--- config.mk ---
export PLATFORM = sky130hd
export DESIGN_NAME = ptba_ram
export DESIGN_NICKNAME = d
export VERILOG_FILES = /design/src/hw/rtl/ptba_ram.sv
export SDC_FILE = /design/constraint.sdc
export NUM_CORES = 1
export LEC_CHECK = 0
export BUFFER_PORTS_ARGS = -buffer_cell sky130_fd_sc_hd__buf_2
export CAP_MARGIN = 20
export CORE_MARGIN = 10
export CORE_UTILIZATION = 45
export CTS_CLUSTER_SIZE = 30
export DETAILED_ROUTE_END_ITERATION = 7
export GPL_ROUTABILITY_DRIVEN = 1
export HOLD_SLACK_MARGIN = 0.15
export MAX_ROUTING_LAYER = met4
export PLACE_DENSITY = 0.74
export SYNTH_ARGS = -nofsm -noshare
export SYNTH_HDL_FRONTEND = slang
export SYNTH_SLANG_ARGS = --single-unit
--- constraint.sdc ---
create_clock -name clk -period 1.6 [get_ports clk]
set_input_delay 0.08 -clock clk [delete_from_list [all_inputs] [get_ports clk]]
set_output_delay 0.08 -clock clk [all_outputs]
set_load 0.01 [all_outputs]
--- src/hw/rtl/ptba_ram.sv ---
// Generic single-port-write, single-port-read RAM with registered read data.
module ptba_ram #(
  parameter  int WIDTH = 8,
  parameter  int DEPTH = 16,
  localparam int AW    = (DEPTH > 1) ? $clog2(DEPTH) : 1
) (
  input  logic                 clk,
  input  logic                 we,
  input  logic [AW-1:0]        waddr,
  input  logic [WIDTH-1:0]     wdata,
  input  logic                 re,
  input  logic [AW-1:0]        raddr,
  output logic [WIDTH-1:0]     rdata
);

  logic [WIDTH-1:0] mem [DEPTH];

  always_ff @(posedge clk) begin
    if (we) begin
      mem[waddr] <= wdata;
    end
    if (re) begin
      rdata <= mem[raddr];
    end
  end

endmodule

---- Word level (Yosys, flattened, before mapping) ----
Memories as Yosys holds them, arrays and structs flattened. A register that Yosys moved wholly into a read port is not among the register bits.
Index checks and enable logic that the tools add are counted.
storage, ports and cells
  register bits ........................... 0
  bits in writable memories ............... 128
  input bits .............................. 19
  output and inout bits ................... 8
  word-level logic and storage cells ...... 3
  memories kept ........................... 1
cells by class
  mux-type cells .......................... 2
memory list
  memory  depth  width  rd ports  clocked after memory_dff  wr ports  line  text
  mem     16     8      1         1                         1         16    logic [WIDTH-1:0] mem [DEPTH];
operators with widths
  cell     number
  $mux W1  2

---- Logic depth before layout (Yosys ltp) ----
Gate-level depths: netlist (run 1).
  depth after elaboration ................. 2
  gate-level depth with buffers ........... 5
  depth with buffers taken out ............ 3

---- Least setup slack after synthesis (run 1) ----
No wires, ideal clock.
  kind .................................... in2reg
  start point ............................. input waddr[2]
  end point ............................... memory mem[0][0], enable pin
  setup time .............................. 0.383 ns
  data arrival time ....................... 1.190 ns
  data required time ...................... 1.217 ns
  path slack .............................. 0.027 ns
  stages on the path ...................... 2
  cell sequence ........................... or3b_2 > nor3_1
RTL lines
  item                line  text
  start: declaration  9     input logic [AW-1:0] waddr,
  end: declaration    16
No word-level cell before the write port.

==> run_results.csv, run 1 <==
group,metric,value,unit
synth,ys_seq_area_frac,0.781,
cts,cts_root_buf,"clkbuf_16",
setup_path,crit_arrival,1.70,ns
power_and_ir_drop,intPower,6.25,mW
routing,ant_nets,0,
die,coreArea,0.0114,sq mm
die,initial_core_util,0.458,
routing,vias,2541,
global_routing,antenna_found_initial,0,
global_routing,first_global_vias,2759,
routing,vias_per_cell,5.56,
synth,synth_warnings,0,
cts,clk_pin_slew_worst_paths,0.06,ns
setup_path,ff2ff_path_depth,3,
cts,ctsHoldBuffers,9,
setup_path,end_kind,"flip-flop",
cts,clk_latency,0.41,ns
hold_path,worstHoldStart,"waddr[0]",
cells_and_area,utilization,0.557,
placed_design,dp_hpwl,6800,um
synth,synthCells,229,
die,die_y,128,um
placed_design,gp_congestion,0.751,
setup_path,critPathMaxFanout,1,
die,boundaryPins,27,
routing,drc,0,
cts,postCtsSetupBuffers,0,
die,die-area,0.0163,sq mm
global_routing,track_usage,0.135,
timing,fin_crit,1.54,ns
synth,ys_seq_elements,136,
cells_and_area,final_cell_mix,"edfxtp_1, buf_2, buf_4, mux4_2, clkbuf_16",
global_routing,gr-total-overflow,0,
global_routing,grt_max_degree,20,
setup_path,r2r_start,"mem[3][4]",
die,rows,39,
cells_and_area,fin_nets,320,
synth,syn_area_per_cell,22.8,sq um
timing,rsz0062_at_grt,"false",
power_and_ir_drop,power_leakage,2.17,nW
timing,relSlewSlack,0.744,
power_and_ir_drop,sw_frac_of_total,0.226,
cts,cts_resized,0,
power_and_ir_drop,power,8.07,mW
timing,worst_slew_pin_slew,0.384,ns
die,fp.dieW,128,um
run_status,status,"completed",
hold_path,hold_path.class,"in -> reg",
timing,final-hold-violation-count,0,
timing,finalClockSkew,0.00737,ns
cts,numCtsBuffers,17,
power_and_ir_drop,power_switching,1.83,mW
setup_path,worstSetupPathType,"reg -> reg",
hold_path,holdPathEnd,"mem[4][0]",
routing,first_pass_iters,4,
cells_and_area,area_growth,21.7,%
power_and_ir_drop,clkPwrFrac,0.449,
setup_path,crit_required,1.76,ns
setup_path,cp-start-kind,"flip-flop",
timing,report.final.slew_viol_count,0,
placed_design,post-place-ws,-0.0759,ns
timing,post-route-period-util,0.966,
run,max_cap_viol_count,0,
power_and_ir_drop,p_seq_frac,0.500,
power_and_ir_drop,powerDensity,1270,mW/mm^2
synth,synth.distinct_cells,18,
routing,wl_per_cell,22.1,um
cts,htree_levels,4,
cts,cts_tree,"done",
timing,fin_ws,0.0550,ns
synth,synth_fp_nets,248,
setup_path,rrSetupSlack,0.06,ns
routing,routed_wl,10100,um
synth,synth.cell_area,0.00523,sq mm
setup_path,r2r-end,"rdata[4]",
placed_design,io_buffers,26,
routing,first_iter_violations,239,
timing,fmax,647,MHz
cts,clkSinkCount,136,
cells_and_area,mostFrequentLayoutCell,"edfxtp_1",
cells_and_area,antenna_cells,0,
global_routing,grt_pass1_wl,15800,um
cells_and_area,drive_gt1_frac,0.334,
cts,clk_path_buf_depth,2,
timing,finalSetupTns,0,ns
power_and_ir_drop,p_comb_frac,0.052,
timing,setup_viol,0,
power_and_ir_drop,irDropWorstVdd,656,uV
hold_path,whs_path_depth,3,
-- kinds of logic after synthesis --
family                 after synthesis  share of synthesized area
flip-flops                         136                      0.781
AND/OR/NAND/NOR                     35                     0.0314
multiplexers                        32                      0.148
AO/OA/AOI/OAI                       16                     0.0230
buffers and inverters               10                     0.0165
-- layer usage --
metal,routed length (um),track usage
met5,0,-
met1,4350,0.169
met3,549,0.0455
met4,181,0.0450
met2,5020,0.202
-- through the flow --
step / area (sq um) / hold WS, ns / cells
floorplan: 5230 / 0.179 / 229
global placement: 5710 / 0.446 / 416
detailed placement: 5710 / 0.446 / 416
CTS: 6360 / 0.212 / 457
global route: 6360 / 0.241 / 457
finish: 6360 / 0.222 / 457
-- flip-flops by register name (all words and copies together), names as in the netlist --
signal and cells:
rdata 8, mem 128
-- synthesized netlist by cell type --
| cell type | n | area, sq um |
|---|---|---|
| or3b_2 | 1 | 8.76 |
| buf_4 | 1 | 7.51 |
| nor2b_1 | 1 | 6.26 |
| nand2b_1 | 2 | 12.5 |
| edfxtp_1 | 136 | 4080 |
| nand3_1 | 1 | 5.00 |
| buf_6 | 3 | 33.8 |
| a22oi_1 | 16 | 120 |
| nand2_1 | 9 | 33.8 |
| and2_1 | 1 | 6.26 |
| mux4_1 | 14 | 368 |
| nor3_1 | 4 | 20.0 |
| nor2_1 | 13 | 48.8 |
| buf_2 | 3 | 15.0 |
| mux4_2 | 18 | 405 |
| clkdlybuf4s25_2 | 3 | 30.0 |
| and2b_1 | 1 | 7.51 |
| nand3b_1 | 2 | 15.0 |
-- power by group through the flow --
| stage | registers [mW] | logic, mW | clock network, mW |
|---|---|---|---|
| final | 4.03 | 0.416 | 3.62 |
| after global routing | 4.04 | 0.452 | 3.84 |
| after CTS | 4.03 | 0.422 | 3.68 |
| after detailed placement | 4.11 | 0.405 | 0 |
| after global placement | 4.11 | 0.394 | 0 |
| after floorplan | 4.11 | 0.203 | 0 |
-- cell type report --
class,instances,area [sq um]
Multi-Input combinational cell,83,1060
Timing Repair Buffer,63,480
Clock inverter,15,138
Clock buffer,17,425
Tap cell,143,179
Sequential cell,136,4080
Fill cell,842,5050
-- critical path, cell delays in order, from the launching register on --
cell and delay [ns]:
edfxtp_1 0.37, mux4_2 0.48, a22oi_1 0.33, nand2_1 0.11
-- how the worst max path moves through the flow --
stage	start	endpoint	slack (ns)	depth (start not counted)
floorplan	waddr[2]	mem[0][0]	0.03	2
global route	mem[3][4]	rdata[4]	0.02	3
global placement	raddr[0]	rdata[0]	-0.08	5
CTS	mem[3][4]	rdata[4]	0.06	3
detailed placement	raddr[0]	rdata[0]	-0.08	5
finish	mem[3][4]	rdata[4]	0.06	3
(Power assumes the default switching activity.)
==> run 2: changes to the inputs <==
==> constraint.sdc (replaced) <==
create_clock -name clk -period 1.6 [get_ports clk]
set_input_delay 0.32 -clock clk [delete_from_list [all_inputs] [get_ports clk]]
set_output_delay 0.32 -clock clk [all_outputs]
set_load 0.01 [all_outputs]
==> run 2 against run 1 <==
  * Design area down 1.8%
  * Die area is the same
  * Via count fell by 3.1%
  * Worst hold slack improved by 0.054 ns
  * Global-route usage decreased by 0.16 points
  * Worst setup slack improved by 0.024 ns
  * Critical endpoint is now rdata[5]
==> run_results.csv, run 2 (synthesis gave the netlist of run 1 again) <==
group,metric,value,unit
global_routing,met1_usage,0.169,
die,coreArea,0.0114,sq mm
routing,vias_per_cell,5.53,
cells_and_area,area_growth,19.5,%
cts,htree_levels,4,
cells_and_area,fin_nets,308,
global_routing,use_met2,0.203,
routing,first_iter_violations,214,
cells_and_area,largest_reg_flops,128,
routing,vias,2461,
timing,worst_slew_pin_slew,0.740,ns
setup_path,end_kind,"flip-flop",
timing,fmax,658,MHz
routing,first_pass_iters,5,
setup_path,critPathMaxFanout,1,
setup_path,cp-start-kind,"flip-flop",
timing,rsz0062_at_grt,"false",
cts,clk_latency,0.41,ns
routing,routed_wl,9940,um
cts,clk_path_buf_depth,2,
global_routing,gr-total-overflow,0,
setup_path,timing.critical_path.from,"mem[1][5]",
cts,clkSinkCount,136,
timing,relSlewSlack,0.505,
setup_path,r2r_start,"mem[1][5]",
cells_and_area,fin_cells,445,
setup_path,crit_required,1.76,ns
setup_path,worstPathCellList,"mux4_1 -> a22oi_2 -> nand2_1",
cells_and_area,reg.largest.list,"mem x128, rdata x8",
timing,fin_crit,1.52,ns
setup_path,rrSetupSlack,0.08,ns
setup_path,max_stage_delay,0.56,ns
routing,drc,0,
cells_and_area,drive_gt1_frac,0.331,
global_routing,grt_max_degree,26,
power_and_ir_drop,power_leakage,2.12,nW
placed_design,placed_area,0.00568,sq mm
cts,cts_tree,"done",
cts,numCtsBuffers,17,
cts,cts_root_buf,"clkbuf_16",
cells_and_area,antenna_cells,0,
run,max_cap_viol_count,0,
die,die-area,0.0163,sq mm
global_routing,first_global_vias,2634,
run_status,status,"completed",
cts,postCtsSetupBuffers,0,
cells_and_area,post-route-cell-area,0.00625,sq mm
cells_and_area,mostFrequentLayoutCell,"edfxtp_1",
timing,post-route-period-util,0.951,
timing,report.final.slew_viol_count,0,
global_routing,use_met3,0.0401,
power_and_ir_drop,power,8.08,mW
cts,clk_pin_slew_worst_paths,0.06,ns
setup_path,crit_arrival,1.68,ns
die,initial_core_util,0.458,
cells_and_area,top_register,"mem",
timing,final-hold-violation-count,0,
placed_design,dp_hpwl,6480,um
hold_path,hold_path.class,"in -> reg",
routing,ant_nets,0,
global_routing,antenna_found_initial,0,
routing,wl_per_cell,22.3,um
die,boundaryPins,27,
timing,setup_viol,0,
die,die_y,128,um
timing,fin_hold_ws,0.276,ns
setup_path,cp_slowest_cell,"mux4_1",
global_routing,track_usage,0.133,
power_and_ir_drop,irDropWorstVdd,665,uV
setup_path,worstSetupPathType,"reg -> reg",
power_and_ir_drop,powerDensity,1290,mW/mm^2
placed_design,dp_cells,413,
cells_and_area,final_cell_mix,"edfxtp_1, buf_2, buf_4, mux4_2, clkbuf_16",
die,rows,39,
global_routing,grt-busiest-layer,"met2",
hold_path,worstHoldStart,"re",
die,fp.dieW,128,um
placed_design,io_buffers,26,
placed_design,gp_congestion,0.766,
timing,finalClockSkew,0.00529,ns
global_routing,grt_pass1_wl,15600,um
[run 2: changes by cell type in the layout (fill, tap and decap cells not counted), sizes merged]
| cell | before | now |
|---|---|---|
| bufinv | 0 | 2 |
| clkinv | 2 | 7 |
| clkbuf | 17 | 18 |
| clkinvlp | 5 | 3 |
| inv | 8 | 2 |
| buf | 54 | 51 |
| dlygate4sd3 | 9 | 0 |
[run 2: area by class of cell]
cell class	count	area, sq um
tap	143	179
clock buffer	18	429
multi-input combinational	83	1070
fill	887	5170
clock inverter	14	131
sequential	136	4080
timing repair buffer	51	355
[run 2: final timing paths]
check / endpoint / depth (start not counted)
worst max-delay path: rdata[5] / 3
worst min-delay path: rdata[5] / 1
worst max register to register: rdata[5] / 3
worst min register to register: rdata[5] / 3
[run 2: worst max-delay path: cells and delay by family, from the launching register on]
family          cells  cell delay [ns]
simple gates        1             0.09
compound gates      1             0.26
flops               1             0.36
mux                 1             0.56
[run 2: metrics by stage]
step	setup TNS, ns	setup slack, ns	util
final	0	0.0791	0.547
after global routing	0	0.0183	0.547
after detailed placement	-2.20	-0.270	0.497
after floorplan	0	0.00404	-
after CTS	0	0.0419	0.547
after global placement	-1.92	-0.286	0.497
[run 2: where the power goes]
part	switching (mW)	internal (mW)	leakage, nW
Clock	1.39	2.27	0.269
Sequential	0.0195	4.02	1.24
Combinational	0.218	0.169	0.619
Total	1.63	6.45	2.12
[run 2: metal layers]
layer	wire length, um	up-vias
li1	-	1104
met1	4290	1259
met2	4970	87
met3	562	11
met4	111	0
met5	0	-
[run 2: timing repair]
action                                 CTS  global route
resized for setup                        0             1
hold buffers                             0             0
setup endpoints to repair                0             1
endpoints found under the hold margin    0             0
